### src/ofdr_pkg.sv
// Odometry frame dead reckoning: shared types, constants and the CORDIC table.
// Has no dependencies. Every other file in src imports it.
package ofdr_pkg;

  localparam int FRAME_BYTES = 9;
  localparam int FILL_W      = 4;

  localparam logic [7:0] HDR0 = 8'hAA;
  localparam logic [7:0] HDR1 = 8'h55;
  localparam logic [7:0] TAIL = 8'hEE;

  // Configuration register indexes
  localparam logic [1:0] CFG_MAX_GAP = 2'd0;
  localparam logic [1:0] CFG_FLIP    = 2'd1;
  localparam logic [1:0] CFG_TYPE    = 2'd2;

  localparam int CORDIC_STEPS = 16;
  localparam int XW           = 34;
  localparam int ZW           = 24;
  localparam int HW           = 35;
  localparam int WRAP_TOP     = 9;

  localparam logic signed [XW-1:0] CORDIC_GAIN  = 34'sd652032874;
  localparam logic signed [ZW-1:0] HALF_PI_URAD = 24'sd1570796;
  localparam logic signed [ZW-1:0] PI_URAD      = 24'sd3141593;
  localparam logic signed [HW-1:0] TWO_PI_URAD  = 35'sd6283185;
  localparam logic signed [HW-1:0] WRAP_HI      = 35'sd3141592;

  // Classified frame handed from front to back
  typedef struct packed {
    logic signed [15:0] vx;
    logic signed [15:0] vy;
    logic signed [15:0] wz;
    logic [15:0]        dt;
  } frame_t;

  typedef enum logic [3:0] {
    B_IDLE, B_CORDIC, B_FIN_CS, B_MUL_A, B_MUL_B, B_SUM,
    B_MUL_X, B_MUL_Y, B_MUL_H, B_ROUND, B_WRAP, B_DONE
  } back_state_t;

  // Arctangent of 2^-i in microradians
  function automatic logic [19:0] atan_urad(input logic [3:0] i);
    logic [19:0] v;
    case (i)
      4'd0:  v = 20'd785398;
      4'd1:  v = 20'd463648;
      4'd2:  v = 20'd244979;
      4'd3:  v = 20'd124355;
      4'd4:  v = 20'd62419;
      4'd5:  v = 20'd31240;
      4'd6:  v = 20'd15624;
      4'd7:  v = 20'd7812;
      4'd8:  v = 20'd3906;
      4'd9:  v = 20'd1953;
      4'd10: v = 20'd977;
      4'd11: v = 20'd488;
      4'd12: v = 20'd244;
      4'd13: v = 20'd122;
      4'd14: v = 20'd61;
      default: v = 20'd31;
    endcase
    return v;
  endfunction

endpackage

### src/ofdr_front.sv
// Front end: configuration registers, tick counter, byte window and frame check.
// Depends on ofdr_pkg. Pushes one frame_t per accepted frame.
module ofdr_front (
  input  logic                clk,
  input  logic                rst_n,
  input  logic                in_valid,
  output logic                in_ready,
  input  logic                in_mode,
  input  logic [7:0]          in_byte_value,
  input  logic                cfg_we,
  input  logic [1:0]          cfg_index,
  input  logic [15:0]         cfg_data,
  output logic                push_valid,
  input  logic                push_ready,
  output ofdr_pkg::frame_t    push_data
);
  import ofdr_pkg::*;

  logic [15:0]       max_gap_r;
  logic              flip_r;
  logic [7:0]        type_r;
  logic [7:0]        win_r [FRAME_BYTES];
  logic [FILL_W-1:0] fill_r;
  logic              seen_r;
  logic [15:0]       elapsed_r;

  logic        take;
  logic        is_byte;
  logic        full;
  logic        match;
  logic signed [15:0] vy_raw;
  logic [15:0] dt_nxt;

  assign in_ready = push_ready;
  assign take     = in_valid && in_ready;
  assign is_byte  = take && !in_mode;
  assign full     = (fill_r == FILL_W'(FRAME_BYTES));
  assign match    = full && win_r[0] == HDR0 && win_r[1] == HDR1 &&
                    win_r[2] == type_r && in_byte_value == TAIL;

  // Decode the candidate and pick dt
  always_comb begin
    vy_raw = {win_r[6], win_r[5]};
    push_data.vx = {win_r[4], win_r[3]};
    push_data.wz = {win_r[8], win_r[7]};
    if (flip_r) begin
      push_data.vy = (vy_raw == 16'sh8000) ? 16'sh7FFF : -vy_raw;
    end else begin
      push_data.vy = vy_raw;
    end
    dt_nxt = seen_r ? elapsed_r : 16'd0;
    if (dt_nxt > max_gap_r) begin
      dt_nxt = 16'd0;
    end
    push_data.dt = dt_nxt;
  end

  assign push_valid = is_byte && match;

  // Configuration registers
  always_ff @(posedge clk) begin
    if (!rst_n) begin
      max_gap_r <= 16'd200;
      flip_r    <= 1'b1;
      type_r    <= 8'h02;
    end else if (cfg_we) begin
      case (cfg_index)
        CFG_MAX_GAP: max_gap_r <= cfg_data;
        CFG_FLIP:    flip_r    <= cfg_data[0];
        CFG_TYPE:    type_r    <= cfg_data[7:0];
        default:     ;
      endcase
    end
  end

  // Window, fill count, tick counter
  always_ff @(posedge clk) begin
    if (!rst_n) begin
      fill_r    <= '0;
      seen_r    <= 1'b0;
      elapsed_r <= '0;
      for (int i = 0; i < FRAME_BYTES; i++) begin
        win_r[i] <= 8'd0;
      end
    end else if (take) begin
      if (in_mode) begin
        if (elapsed_r != 16'hFFFF) begin
          elapsed_r <= elapsed_r + 16'd1;
        end
      end else if (!full) begin
        win_r[fill_r[FILL_W-1:0]] <= in_byte_value;
        fill_r <= fill_r + FILL_W'(1);
      end else if (match) begin
        fill_r    <= '0;
        seen_r    <= 1'b1;
        elapsed_r <= '0;
      end else begin
        // drop the oldest byte
        for (int i = 0; i < FRAME_BYTES - 1; i++) begin
          win_r[i] <= win_r[i+1];
        end
        win_r[FRAME_BYTES-1] <= in_byte_value;
      end
    end
  end

`ifndef SYNTH
  a_fill_range: assert property (@(posedge clk) disable iff (!rst_n)
    fill_r <= FILL_W'(FRAME_BYTES)) else $error("fill count out of range");
  a_frame_empties: assert property (@(posedge clk) disable iff (!rst_n)
    push_valid |=> (fill_r == '0 && elapsed_r == '0 && seen_r))
    else $error("accepted frame did not empty the window");
  a_push_only_full: assert property (@(posedge clk) disable iff (!rst_n)
    push_valid |-> full && push_ready) else $error("push without full window");
`endif

endmodule

### config.mk
export PLATFORM = sky130hd
export DESIGN_NAME = ofdr_front
export DESIGN_NICKNAME = d
export VERILOG_FILES = /design/src/ofdr_pkg.sv /design/src/ofdr_front.sv
export SDC_FILE = /design/constraint.sdc
export NUM_CORES = 1
export LEC_CHECK = 0
export ABC_CLOCK_PERIOD_IN_PS = 3980
export BUFFER_PORTS_ARGS = -buffer_cell sky130_fd_sc_hd__buf_2
export CORE_ASPECT_RATIO = 1.2
export CORE_MARGIN = 5
export CORE_UTILIZATION = 35
export DETAILED_ROUTE_END_ITERATION = 10
export HOLD_SLACK_MARGIN = 0.1
export PLACE_DENSITY = 0.54
export SLEW_MARGIN = 20
export SYNTH_ARGS = -nofsm -noshare
export SYNTH_HDL_FRONTEND = slang
export SYNTH_SLANG_ARGS = --single-unit
### constraint.sdc
create_clock -name clk -period 3.98 [get_ports clk]
set_clock_uncertainty 0.2 [all_clocks]
set_input_delay 0.597 -clock clk [delete_from_list [all_inputs] [get_ports clk]]
set_output_delay 0.597 -clock clk [all_outputs]
set_load 0.03 [all_outputs]
==> flow_metrics.py <==
metrics = {
    "status": {
        "status": "complete, no violations",
    },
    "worst_hold_path": {
        "hold_start": "cfg_data[13]",
        "hold_class": "primary input to flop",
        "hold_end": "max_gap_r[13]$_SDFFE_PN0P_",
        "holdPathStages": 3,
    },
    "place": {
        "placed_cells_incl_taps": 894,
        "gp_congestion": 0.899,
        "dpl_cell_area_um2": 6930,
        "dpl.hpwl_um": 12400,
        "io_buffers": 97,
    },
    "floorplan": {
        "start_util": 0.356,
        "fp.dieW_um": 132,
        "dieArea_um2": 20600,
        "die_h_um": 156,
        "row_count": 53,
        "core-area_um2": 17500,
        "ios": 98,
    },
    "critical_path": {
        "critPathMaxStageDelay_ps": 680,
        "worst-r2r-cell-count": 5,
        "criticalPathCategory": "flop to output port",
        "required_ps": 3180,
        "critPathMaxFanout": 15,
        "cp_slowest_cell": "dfxtp_1",
        "r2r_slack_ps": 510,
        "cp_cell_sequence": "nand4bb_1, or4_4, nor4_2, and2_1, buf_2",
        "rr_startpoint": "fill_r[0]$_SDFFE_PN0P_",
        "critPathBufInv": 1,
        "critPathTopFamily": "simple AND/OR/NAND/NOR gates",
        "startpoint_type": "flop",
        "crit_path_end_kind": "output port",
        "worst_ep_arrival_time_ps": 2950,
        "r2r-end": "win_r[3][5]$_DFFE_PP_",
    },
    "clock_tree": {
        "numClockSinks": 118,
        "clock-root-buffer": "clkbuf_16",
        "insertion_delay_ps": 410,
        "htreeDepth": 4,
        "path_clk_slew_ps": 60,
        "numCtsBuffers": 17,
        "clk_path_buf_depth": 2,
        "cts_hold_buf": 0,
        "cts_setup_buffers": 0,
        "cts_tree": "yes",
    },
    "logic_synthesis": {
        "ys_warn_count": 0,
        "ys_ff_latch": 118,
        "yosysMostFrequentCell": "nand2_1",
        "synth_edf_count": 72,
        "syn_inst": 603,
        "synth-seq-area-share": 0.495,
        "avgSynthCellArea_um2": 10.3,
        "netlist.area_leader.share": 0.347,
        "synth_top_area_cell": "edfxtp_1",
        "syn_area_um2": 6230,
        "synth_area_leaders": "edfxtp_1 35%, dfxtp_1 15%, a22o_1 9.0%",
        "synth_nets": 653,
        "ys.flop_type": "edfxtp_1",
        "async_reset_ff_frac": 0,
        "synth.top_cells.by_count": "76 x nand2_1, 72 x edfxtp_1, 64 x a22o_1",
        "synth.distinct_cells": 64,
    },
    "detailed_routing": {
        "drt_wl_total_um": 17200,
        "dr.pass1.iters": 4,
        "antenna_left": 0,
        "drt_iter0_drc": 365,
        "drc_errors": 0,
        "viasPerCell": 5.52,
        "vias": 5115,
        "wire_per_inst_um": 18.5,
    },
    "run": {
        "max_cap_viol_count": 0,
    },
    "cells_and_area": {
        "drive_gt1_frac": 0.229,
        "antennaDiodeCount": 0,
        "final_area_um2": 7570,
        "fin_cells": 926,
        "layout.nets": 743,
        "synthToLayoutAreaGrowth_pct": 21.6,
    },
    "timing": {
        "setup_violations": 0,
        "rsz0062_at_grt": "false",
        "post-route-period-util": 0.941,
        "slew_headroom": 0.280,
        "fin_tns_setup_ps": 0,
        "worstMarginPinSlew_ps": 1070,
        "finalMaxSlewViolations": 0,
        "fmax_mhz": 267,
        "period_minus_slack_ps": 3750,
        "hold_viol": 0,
    },
    "power_and_ir_drop": {
        "ir_worst_vdd_mv": 0.281,
        "p_per_area_nw_per_um2": 423,
        "total_leakage_power_nw": 3.04,
        "power_mw": 3.20,
    },
    "global_route": {
        "gr-total-overflow": 0,
        "track_usage": 0.168,
        "grt_first_pass_wirelength_um": 27800,
        "antenna_found_initial": 0,
        "grt_pass1_vias": 5302,
        "grt_max_degree": 65,
    },
}
==> through the flow <==
step	utilization	worst slack, ps	hold WS, ps
floorplan	-	631	236
CTS	0.431	159	203
global route	0.432	51.0	211
finish	0.432	234	223
detailed placement	0.396	353	250
global placement	0.396	524	247
==> cells by family (layout without fill, tap and decap cells) <==
logic type | count (synthesis) | after routing | share of synthesized area
xor gates and xnor gates | 21 | 21 | 0.0295
muxes | 11 | 11 | 0.0179
AOI/OAI and AO/OA | 149 | 149 | 0.187
adders and majority gates | 18 | 18 | 0.0362
buffers and inverters | 59 | 162 | 0.0384
and+or+nand+nor | 227 | 227 | 0.195
DFF | 118 | 118 | 0.495
==> area by class of cell <==
cell class	count	area (um^2)
clock inverters	15	194
inverters	24	90.1
well taps	220	275
repair buffers	106	553
multi-input cells	426	2950
flip-flops and latches	118	3080
clock buffers	17	425
fillers	1720	9940
==> worst register-to-register path, stage by stage (launching register included) <==
cell and delay, ps:
dfxtp_1 680, nand4bb_1 270, or4_4 630, or4_4 600
a31oi_4 390, o21ai_1 360
==> registers in the layout, summed over array words and instances (netlist names) <==
| signal | cells |
|---|---|
| win_r | 72 |
| fill_r | 4 |
| flip_r | 1 |
| type_r | 8 |
| elapsed_r | 16 |
| max_gap_r | 16 |
| seen_r | 1 |
==> timing repair <==
action                                  in CTS  in global routing
cloned                                       0                  0
endpoints found under the setup margin      16                 13
gates resized for setup                      1                  1
==> power by group <==
part           total, mW  switching [mW]  leakage (nW)  internal (mW)
logic              0.232           0.162          1.62         0.0700
registers           1.36          0.0328          1.12           1.33
clock network       1.60           0.602         0.300           1.00
==> worst max path at each step <==
stage                           start                     to  slack [ps]  cells after the start
2_1_floorplan     seen_r$_SDFFE_PN0P_          push_data[10]         630                      9
3_3_place_gp         in_byte_value[5]  win_r[3][5]$_DFFE_PP_         520                      6
3_5_place_dp      seen_r$_SDFFE_PN0P_           push_data[3]         350                      8
4_1_cts           seen_r$_SDFFE_PN0P_           push_data[3]         160                      8
5_1_grt        fill_r[0]$_SDFFE_PN0P_             push_valid          50                      5
6_report       fill_r[0]$_SDFFE_PN0P_             push_valid         230                      5
==> cells in the final DEF, fill, tap and decap left out, types with 13 or more instances in the layout <==
cell       Yosys  layout
nor2_1        30      30
edfxtp_1      72      72
ha_1          18      18
a22o_1        64      64
nand4_1       13      13
o21ai_0       18      18
and2_1        26      26
buf_2          8      97
dfxtp_1       46      46
inv_1         24      24
a21oi_1       23      22
clkbuf_16      0      17
nand2_1       76      76
nor3b_1       17      16
==> routing by layer <==
| metal | vias to the layer above | part of all wire | track usage |
|---|---|---|---|
| li1 | 2452 | - | - |
| met1 | 2511 | 0.43 | 0.205 |
| met2 | 127 | 0.50 | 0.293 |
| met3 | 25 | 0.044 | 0.0371 |
| met4 | 0 | 0.022 | 0.0637 |
| met5 | - | 0 | 0 |
Power figures use the tool's default switching activity.
