$ cat src/ofdr_pkg.sv
// Odometry frame dead reckoning: shared types, constants and the CORDIC table.
// Has no dependencies. Every other file in src imports it.
package ofdr_pkg;

  localparam int FRAME_BYTES = 9;
  localparam int FILL_W      = 4;

  localparam logic [7:0] HDR0 = 8'hAA;
  localparam logic [7:0] HDR1 = 8'h55;
  localparam logic [7:0] TAIL = 8'hEE;

  // Configuration register indexes
  localparam logic [1:0] CFG_MAX_GAP = 2'd0;
  localparam logic [1:0] CFG_FLIP    = 2'd1;
  localparam logic [1:0] CFG_TYPE    = 2'd2;

  localparam int CORDIC_STEPS = 16;
  localparam int XW           = 34;
  localparam int ZW           = 24;
  localparam int HW           = 35;
  localparam int WRAP_TOP     = 9;

  localparam logic signed [XW-1:0] CORDIC_GAIN  = 34'sd652032874;
  localparam logic signed [ZW-1:0] HALF_PI_URAD = 24'sd1570796;
  localparam logic signed [ZW-1:0] PI_URAD      = 24'sd3141593;
  localparam logic signed [HW-1:0] TWO_PI_URAD  = 35'sd6283185;
  localparam logic signed [HW-1:0] WRAP_HI      = 35'sd3141592;

  // Classified frame handed from front to back
  typedef struct packed {
    logic signed [15:0] vx;
    logic signed [15:0] vy;
    logic signed [15:0] wz;
    logic [15:0]        dt;
  } frame_t;

  typedef enum logic [3:0] {
    B_IDLE, B_CORDIC, B_FIN_CS, B_MUL_A, B_MUL_B, B_SUM,
    B_MUL_X, B_MUL_Y, B_MUL_H, B_ROUND, B_WRAP, B_DONE
  } back_state_t;

  // Arctangent of 2^-i in microradians
  function automatic logic [19:0] atan_urad(input logic [3:0] i);
    logic [19:0] v;
    case (i)
      4'd0:  v = 20'd785398;
      4'd1:  v = 20'd463648;
      4'd2:  v = 20'd244979;
      4'd3:  v = 20'd124355;
      4'd4:  v = 20'd62419;
      4'd5:  v = 20'd31240;
      4'd6:  v = 20'd15624;
      4'd7:  v = 20'd7812;
      4'd8:  v = 20'd3906;
      4'd9:  v = 20'd1953;
      4'd10: v = 20'd977;
      4'd11: v = 20'd488;
      4'd12: v = 20'd244;
      4'd13: v = 20'd122;
      4'd14: v = 20'd61;
      default: v = 20'd31;
    endcase
    return v;
  endfunction

endpackage

$ cat src/ofdr_queue.sv
// Two-entry queue of classified frames between front and back.
// Depends on ofdr_pkg for frame_t.
module ofdr_queue (
  input  logic             clk,
  input  logic             rst_n,
  input  logic             push_valid,
  output logic             push_ready,
  input  ofdr_pkg::frame_t push_data,
  output logic             pop_valid,
  input  logic             pop_ready,
  output ofdr_pkg::frame_t pop_data
);
  import ofdr_pkg::*;

  frame_t     mem_r [2];
  logic       wr_r;
  logic       rd_r;
  logic [1:0] cnt_r;
  logic       do_push;
  logic       do_pop;

  assign push_ready = (cnt_r != 2'd2);
  assign pop_valid  = (cnt_r != 2'd0);
  assign pop_data   = mem_r[rd_r];
  assign do_push    = push_valid && push_ready;
  assign do_pop     = pop_valid && pop_ready;

  // Store entries
  always_ff @(posedge clk) begin
    if (do_push) begin
      mem_r[wr_r] <= push_data;
    end
  end

  // Advance pointers and count
  always_ff @(posedge clk) begin
    if (!rst_n) begin
      wr_r  <= 1'b0;
      rd_r  <= 1'b0;
      cnt_r <= 2'd0;
    end else begin
      if (do_push) wr_r <= ~wr_r;
      if (do_pop)  rd_r <= ~rd_r;
      cnt_r <= cnt_r + 2'(do_push) - 2'(do_pop);
    end
  end

`ifndef SYNTH
  a_cnt_range: assert property (@(posedge clk) disable iff (!rst_n)
    cnt_r != 2'd3) else $error("queue count overflow");
  a_ptr_gap: assert property (@(posedge clk) disable iff (!rst_n)
    (cnt_r == 2'd1) |-> (wr_r != rd_r)) else $error("queue pointers disagree");
  a_ptr_same: assert property (@(posedge clk) disable iff (!rst_n)
    (cnt_r != 2'd1) |-> (wr_r == rd_r)) else $error("queue pointers disagree");
`endif

endmodule

$ cat config.mk
export PLATFORM = sky130hd
export DESIGN_NAME = ofdr_queue
export DESIGN_NICKNAME = d
export VERILOG_FILES = /design/src/ofdr_pkg.sv /design/src/ofdr_queue.sv
export SDC_FILE = /design/constraint.sdc
export NUM_CORES = 1
export LEC_CHECK = 0
export BUFFER_PORTS_ARGS = -buffer_cell sky130_fd_sc_hd__buf_2
export CAP_MARGIN = 20
export CORE_MARGIN = 4
export CORE_UTILIZATION = 48
export DETAILED_ROUTE_END_ITERATION = 7
export PLACE_DENSITY = 0.77
export SYNTH_ARGS = -nofsm -noshare
export SYNTH_HDL_FRONTEND = slang
export SYNTH_SLANG_ARGS = --single-unit
$ cat constraint.sdc
create_clock -name clk -period 5.4 [get_ports clk]
set_clock_uncertainty 0.1 [all_clocks]
set_input_delay 0.27 -clock clk [delete_from_list [all_inputs] [get_ports clk]]
set_output_delay 0.27 -clock clk [all_outputs]
set_load 0.02 [all_outputs]
==> results of run 1 <==
[power groups by stage]
stage               logic, mW  registers [mW]  clock network (mW)
floorplan               0.702            1.36                   0
global placement        0.829            1.39                   0
detailed placement      0.839            1.40                   0
CTS                     0.878            1.38                1.15
global route            0.930            1.39                1.20
finish                  0.876            1.38                1.13
[Yosys cell counts, drive strengths merged, types with 2 or more instances]
master	n	area share, %
ha	2	0.49
and2	2	0.24
nor2b	2	0.24
nand2	2	0.15
dfxtp	5	1.9
xnor2	3	0.51
nand2b	2	0.24
buf	7	2.5
edfxtp	128	75
mux2	64	18
[sequential cells by signal (all words and copies together) (netlist names), named ones only]
register	flops
wr_r	1
mem_r	128
rd_r	1
cnt_r	2
[critical path, stage by stage (launching register included)]
cell and delay, ns:
sky130_fd_sc_hd__dfxtp_4 0.71, sky130_fd_sc_hd__buf_4 0.62, sky130_fd_sc_hd__mux2_4 0.36, sky130_fd_sc_hd__buf_2 0.16
[stage by stage]
stage	instance area (um^2)	util (%)	total power [mW]
finish	7153	68.98	3.380
CTS	7133	68.79	3.409
detailed placement	5891	56.81	2.242
global route	7153	68.98	3.526
global placement	5891	56.81	2.221
floorplan	5155	-	2.059
[layer usage]
metal | up-vias | track usage [%]
met5 | - | 0
met4 | 0 | 6.407
met2 | 93 | 27.90
met1 | 1321 | 17.18
li1 | 1303 | -
met3 | 15 | 5.380
[worst max-delay path by stage]
stage	slack (ns)	endpoint	cells past startpoint
3_5_place_dp	2.80	mem_r[0][58]$_DFFE_PP_	4
4_1_cts	2.58	pop_data[31]	3
5_1_grt	2.51	pop_data[10]	3
2_1_floorplan	1.38	mem_r[0][0]$_DFFE_PP_	3
3_3_place_gp	2.92	mem_r[0][58]$_DFFE_PP_	4
6_report	2.65	pop_data[31]	3
[timing repair]
item	4_1_cts	5_1_grt
hold buffers	65	0
endpoints found under the hold margin	133	0
gates resized for setup	0	0
setup buffers	0	0
[cell type report]
| class | instances | area, um^2 |
|---|---|---|
| Fill cell | 681 | 3217 |
| Inverter | 1 | 3.754 |
| Tap cell | 136 | 170.2 |
| Multi-Input combinational cell | 82 | 1089 |
| Clock buffer | 23 | 466.7 |
| Sequential cell | 133 | 3948 |
| Clock inverter | 9 | 125.1 |
| Timing Repair Buffer | 201 | 1351 |
[logic make-up (layout without fill, tap and decap cells)]
family	after synthesis	count (layout)
flops	133	133
mux	65	65
simple gates	11	11
buf+inv	8	234
xor+xnor	3	3
fa+ha+maj	2	2
compound gates	1	1
==> impl_metrics.prom, run 1 <==
# TYPE chip_impl_metric gauge
chip_impl_info{name="run_status",value="complete, no violations"} 1
chip_impl_metric{name="seq_power_share",unit="%"} 40.8
chip_impl_metric{name="final-hold-violation-count",unit=""} 0
chip_impl_metric{name="min_delay_path_depth",unit=""} 3
chip_impl_metric{name="top_level_i_o_count",unit=""} 134
chip_impl_metric{name="async_flop_share",unit="%"} 0
chip_impl_metric{name="crit_path_max_fanout",unit=""} 34
chip_impl_metric{name="max_clock_freq",unit="MHz"} 364.1
chip_impl_metric{name="met3_length",unit="um"} 489
chip_impl_metric{name="post-route-period-util",unit="%"} 50.86
chip_impl_metric{name="vias",unit=""} 2732
chip_impl_metric{name="critical_path_arrival",unit="ns"} 2.38
chip_impl_info{name="cts.root.buffer_cell",value="sky130_fd_sc_hd__clkbuf_8"} 1
chip_impl_info{name="holdPathEnd",value="wr_r$_SDFFE_PN0N_"} 1
chip_impl_metric{name="placed_cells_incl_taps",unit=""} 487
chip_impl_metric{name="hpwl",unit="um"} 5626
chip_impl_metric{name="switchingPower",unit="mW"} 0.9218
chip_impl_metric{name="port-buffer-count",unit=""} 133
chip_impl_metric{name="synth.distinct_cells",unit=""} 18
chip_impl_metric{name="fraction_of_final_layout_cells_with_drive_strength_greater_than_1",unit="%"} 51.89
chip_impl_metric{name="slew-limit-headroom",unit="%"} 39.55
chip_impl_info{name="rsz0062_at_grt",value="false"} 1
chip_impl_metric{name="route.antenna.remaining_nets",unit=""} 0
chip_impl_info{name="cts_tree",value="yes"} 1
chip_impl_metric{name="synth-simple-area-share",unit="%"} 1.189
chip_impl_metric{name="antenna_found_initial",unit=""} 0
chip_impl_metric{name="drcViolationCount",unit=""} 0
chip_impl_metric{name="grtUsageTotal",unit="%"} 15.72
chip_impl_metric{name="dieHeight",unit="um"} 111.6
chip_impl_info{name="worst_r2r_startpoint",value="cnt_r[0]$_SDFF_PN0_"} 1
chip_impl_metric{name="cts.path.max_buffers",unit=""} 2
chip_impl_metric{name="clkSinkCount",unit=""} 133
chip_impl_info{name="worst_hold_startpoint",value="push_valid"} 1
chip_impl_metric{name="avgRoutedWirePerCell",unit="um"} 16.17
chip_impl_metric{name="via_cell_ratio",unit=""} 4.670
chip_impl_metric{name="pwr_density_cell",unit="nW/um^2"} 472.5
chip_impl_metric{name="power.clock.fraction",unit="%"} 33.3
chip_impl_metric{name="h-tree-depth",unit=""} 4
chip_impl_metric{name="finish.net_count",unit=""} 506
chip_impl_metric{name="dr.pass1.iters",unit=""} 4
chip_impl_metric{name="final.setup.tns",unit="ns"} 0
chip_impl_metric{name="setup_ws",unit="ns"} 2.654
chip_impl_metric{name="first_pass_grt_wire_length",unit="um"} 14950
chip_impl_metric{name="intPower",unit="mW"} 2.458
chip_impl_metric{name="timing.max_cap.violations",unit=""} 0
chip_impl_info{name="holdCritPathClass",value="in -> reg"} 1
chip_impl_metric{name="clock_insertion_delay_worst_skew",unit="ns"} 0.50
chip_impl_metric{name="synth-seq-cells",unit=""} 133
chip_impl_metric{name="r2r_cells",unit=""} 2
chip_impl_metric{name="vdd.ir_drop.worst",unit="mV"} 0.3271
chip_impl_metric{name="routed_wl",unit="um"} 9461
chip_impl_metric{name="number_of_enable_type_register_cells_in_the_synthesized_netlist",unit=""} 128
chip_impl_info{name="final_cell_mix",value="133 x sky130_fd_sc_hd__buf_2, 128 x sky130_fd_sc_hd__edfxtp_1, 65 x sky130_fd_sc_hd__dlygate4sd3_1, 60 x sky130_fd_sc_hd__mux2_4, 16 x sky130_fd_sc_hd__clkbuf_16"} 1
chip_impl_info{name="worst_setup_path_start_kind",value="flip-flop"} 1
chip_impl_metric{name="synth-seq-area-share",unit="%"} 76.50
chip_impl_metric{name="wirelength_met1",unit="um"} 3836
chip_impl_metric{name="yosysWarningCount",unit=""} 0
chip_impl_metric{name="layout_min_cycle_time",unit="ns"} 2.746
chip_impl_metric{name="setup.reg_to_reg.worst_slack",unit="ns"} 3.50
chip_impl_info{name="worstSetupEndpointType",value="output pin"} 1
chip_impl_metric{name="cts_buffers",unit=""} 17
chip_impl_metric{name="power_frac_comb",unit="%"} 25.9
chip_impl_metric{name="fp-row-count",unit=""} 37
chip_impl_metric{name="grt_pass1_vias",unit=""} 3044
chip_impl_metric{name="antenna_diodes",unit=""} 0
chip_impl_metric{name="maxSlewViolCount",unit=""} 0
chip_impl_metric{name="drt_iter0_markers",unit=""} 100
chip_impl_metric{name="overflow",unit=""} 0
chip_impl_metric{name="xor_and_xnor_area_share_after_synthesis",unit="%"} 0.5097
chip_impl_metric{name="tightest_slew",unit="ns"} 0.9068
chip_impl_metric{name="synthesis.area_per_instance",unit="um^2"} 23.12
chip_impl_info{name="timing.setup.critical_path_class",value="reg -> out"} 1
chip_impl_info{name="mostFrequentLayoutCell",value="sky130_fd_sc_hd__buf_2"} 1
chip_impl_metric{name="synth_cells",unit=""} 223
chip_impl_metric{name="length_of_routed_met2_wiring",unit="um"} 4993
chip_impl_metric{name="clkTransAtPathRegs",unit="ns"} 0.06
chip_impl_metric{name="floorplan.initialDensity",unit="%"} 49.71
chip_impl_metric{name="leakage",unit="nW"} 2.848
chip_impl_metric{name="syn-num-nets",unit=""} 293
chip_impl_info{name="dominant_register_cell_in_the_synthesized_netlist",value="sky130_fd_sc_hd__edfxtp_1"} 1
chip_impl_metric{name="synth.area.mux_share",unit="%"} 18.54
chip_impl_metric{name="gpl.final_weighted_congestion",unit=""} 0.7110
chip_impl_metric{name="layoutNonFillerInstCount",unit=""} 585
chip_impl_metric{name="design.core.area",unit="um^2"} 10370
chip_impl_metric{name="grt_start_max_net_pins",unit=""} 65
chip_impl_info{name="topRoutingLayerUsed",value="met4"} 1
chip_impl_metric{name="finalSetupViolations",unit=""} 0
chip_impl_info{name="dominant_combinational_cell_family_by_area_after_synthesis",value="multiplexers"} 1
chip_impl_metric{name="worst_ep_required_time",unit="ns"} 5.03
chip_impl_metric{name="holdWs",unit="ns"} 0.08274
chip_impl_metric{name="synth-adder-area-share",unit="%"} 0.4854
chip_impl_metric{name="dpl_worst_slack",unit="ns"} 2.804
chip_impl_metric{name="syn_area",unit="um^2"} 5155
chip_impl_metric{name="die_w",unit="um"} 111.6
chip_impl_metric{name="synth_compound_area_share",unit="%"} 0.1456
chip_impl_metric{name="layout-area-overhead-vs-synth",unit="%"} 38.76
chip_impl_metric{name="switching_share",unit="%"} 27.27
chip_impl_metric{name="floorplan.die_area",unit="um^2"} 12460
chip_impl_info{name="critical_path.reg2reg.endpoint",value="mem_r[1][42]$_DFFE_PP_"} 1
No activity file was read; power rests on OpenSTA's default activity.
==> run 2: changes to the inputs <==
CORE_UTILIZATION = 47   (was 48)
PLACE_DENSITY = 0.78   (was 0.77)
clock period = 2.5 ns   (was 5.4 ns; I/O delays follow)
==> impl_metrics.prom, run 2 (synthesized netlist as in run 1, its figures left out) <==
# TYPE chip_impl_metric gauge
chip_impl_metric{name="tightest_slew",unit="ns"} 0.4348
chip_impl_metric{name="met2_usage",unit="%"} 26.66
chip_impl_metric{name="dr.pass1.iters",unit=""} 4
chip_impl_metric{name="avgRoutedWirePerCell",unit="um"} 16.23
chip_impl_metric{name="cts.path.max_buffers",unit=""} 2
chip_impl_metric{name="first_pass_grt_wire_length",unit="um"} 14970
chip_impl_info{name="rsz0062_at_grt",value="false"} 1
chip_impl_metric{name="crit_path_max_fanout",unit=""} 20
chip_impl_metric{name="grt_start_max_net_pins",unit=""} 53
chip_impl_metric{name="worst_ep_required_time",unit="ns"} 2.28
chip_impl_info{name="cts.root.buffer_cell",value="sky130_fd_sc_hd__clkbuf_8"} 1
chip_impl_info{name="mostFrequentLayoutCell",value="sky130_fd_sc_hd__buf_2"} 1
chip_impl_info{name="run_status",value="complete, no violations"} 1
chip_impl_metric{name="grt_pass1_vias",unit=""} 2943
chip_impl_metric{name="grtUsageTotal",unit="%"} 15.75
chip_impl_metric{name="max_clock_freq",unit="MHz"} 450.8
chip_impl_metric{name="clock_insertion_delay_worst_skew",unit="ns"} 0.51
chip_impl_metric{name="gpl.final_weighted_congestion",unit=""} 0.6793
chip_impl_metric{name="gr-usage-met3",unit="%"} 5.882
chip_impl_metric{name="overflow",unit=""} 0
chip_impl_metric{name="dieHeight",unit="um"} 112.7
chip_impl_metric{name="maxSlewViolCount",unit=""} 0
chip_impl_metric{name="via_cell_ratio",unit=""} 4.686
chip_impl_info{name="worstSetupEndpointType",value="output pin"} 1
chip_impl_info{name="timing.setup.critical_path_class",value="reg -> out"} 1
chip_impl_metric{name="die_w",unit="um"} 112.7
chip_impl_metric{name="post-route-period-util",unit="%"} 88.73
chip_impl_metric{name="floorplan.die_area",unit="um^2"} 12710
chip_impl_info{name="final_cell_mix",value="133 x sky130_fd_sc_hd__buf_2, 128 x sky130_fd_sc_hd__edfxtp_1, 67 x sky130_fd_sc_hd__dlygate4sd3_1, 60 x sky130_fd_sc_hd__mux2_4, 16 x sky130_fd_sc_hd__clkbuf_16"} 1
chip_impl_info{name="holdCritPathClass",value="in -> reg"} 1
chip_impl_metric{name="hpwl",unit="um"} 6187
chip_impl_metric{name="top_level_i_o_count",unit=""} 134
chip_impl_metric{name="n_fill_cell",unit=""} 698
chip_impl_metric{name="finalSetupViolations",unit=""} 0
chip_impl_metric{name="port-buffer-count",unit=""} 133
chip_impl_metric{name="floorplan.initialDensity",unit="%"} 49.05
chip_impl_metric{name="number_of_flip_flops_in_the_largest_register",unit=""} 128
chip_impl_metric{name="drcViolationCount",unit=""} 0
chip_impl_metric{name="routed_wl",unit="um"} 9557
chip_impl_metric{name="route.antenna.remaining_nets",unit=""} 0
chip_impl_metric{name="design.core.area",unit="um^2"} 10510
chip_impl_metric{name="drt_iter0_markers",unit=""} 105
chip_impl_metric{name="clkSinkCount",unit=""} 133
chip_impl_metric{name="leakage",unit="nW"} 2.857
chip_impl_metric{name="vias",unit=""} 2760
chip_impl_metric{name="final-hold-violation-count",unit=""} 0
chip_impl_metric{name="antenna_diodes",unit=""} 0
chip_impl_metric{name="layout_min_cycle_time",unit="ns"} 2.218
chip_impl_metric{name="clkTransAtPathRegs",unit="ns"} 0.06
chip_impl_metric{name="critical_path_arrival",unit="ns"} 1.99
chip_impl_info{name="regMostFlops",value="mem_r"} 1
chip_impl_metric{name="layout-area-overhead-vs-synth",unit="%"} 38.91
chip_impl_metric{name="fraction_of_final_layout_cells_with_drive_strength_greater_than_1",unit="%"} 51.66
chip_impl_metric{name="cts_buffers",unit=""} 17
chip_impl_metric{name="finish.net_count",unit=""} 511
chip_impl_metric{name="slew-limit-headroom",unit="%"} 70.94
chip_impl_metric{name="timing.max_cap.violations",unit=""} 0
chip_impl_info{name="layout_top_registers",value="mem_r (128), cnt_r (2)"} 1
chip_impl_metric{name="pwr_density_cell",unit="nW/um^2"} 996.5
chip_impl_metric{name="final.setup.tns",unit="ns"} 0
chip_impl_info{name="grt_most_used_layer",value="met2"} 1
chip_impl_metric{name="fp-row-count",unit=""} 37
chip_impl_info{name="worst_setup_path_start_kind",value="flip-flop"} 1
chip_impl_metric{name="vdd.ir_drop.worst",unit="mV"} 0.5564
chip_impl_metric{name="met1_track_utilization_from_global_routing",unit="%"} 17.77
chip_impl_metric{name="postLayoutCoreUtil",unit="%"} 68.14
chip_impl_info{name="cts_tree",value="yes"} 1
chip_impl_metric{name="antenna_found_initial",unit=""} 0
chip_impl_metric{name="h-tree-depth",unit=""} 4
run 2: final timing paths:
check                      startpoint                      to  slack [ns]  cells past startpoint
hold reg to reg     wr_r$_SDFFE_PN0N_       wr_r$_SDFFE_PN0N_        0.45                      2
setup / recovery            flip-flop             pop_data[0]        0.28                      3
setup reg to reg  cnt_r[0]$_SDFF_PN0_  mem_r[0][60]$_DFFE_PP_        0.69                      4
hold / removal          push_data[49]  mem_r[1][49]$_DFFE_PP_        0.23                      2
run 2: critical path, stage by stage, from the launching register on:
cell	delay, ns
sky130_fd_sc_hd__dfxtp_4	0.59
sky130_fd_sc_hd__buf_4	0.35
sky130_fd_sc_hd__mux2_2	0.36
sky130_fd_sc_hd__buf_2	0.16
run 2: timing repair:
item / in CTS / in global routing
buffers inserted: 0 / 0
resized for setup: 0 / 0
hold buffers: 67 / 0
endpoints found under the hold margin: 133 / 0
endpoints found under the setup margin: 0 / 0
run 2: final cells by class:
type | count | area, um^2 | share of cell area, %
Sequential cell | 133 | 3948 | 55.13
Timing Repair Buffer | 206 | 1419 | 19.81
Multi-Input combinational cell | 82 | 1085 | 15.15
Clock buffer | 19 | 421.7 | 5.889
Tap cell | 136 | 170.2 | 2.376
Clock inverter | 12 | 113.9 | 1.590
Inverter | 1 | 3.754 | 0.05242
run 2: metrics by stage:
step | worst slack (ns) | power [mW] | hold WS, ns | instances | instance area, um^2
global placement | 0.7636 | 4.858 | 0.2123 | 491 | 5954
detailed placement | 0.6437 | 4.904 | 0.2178 | 491 | 5954
global route | 0.1613 | 7.459 | 0.2042 | 589 | 7161
CTS | 0.2273 | 7.230 | 0.1998 | 589 | 7161
floorplan | 0.2476 | 4.433 | 0.1239 | 223 | 5164
finish | 0.2818 | 7.135 | 0.2257 | 589 | 7161
run 2: power by group:
part / internal, mW / switching, mW
logic: 0.943 / 1.02
clock network: 1.39 / 0.833
registers: 2.80 / 0.141
total: 5.14 / 2.00
run 2: layer usage:
layer	share of wire (%)	vias to the layer above
met5	0	-
met4	2.4	0
met3	6.6	23
met2	52	93
met1	39	1331
li1	-	1313
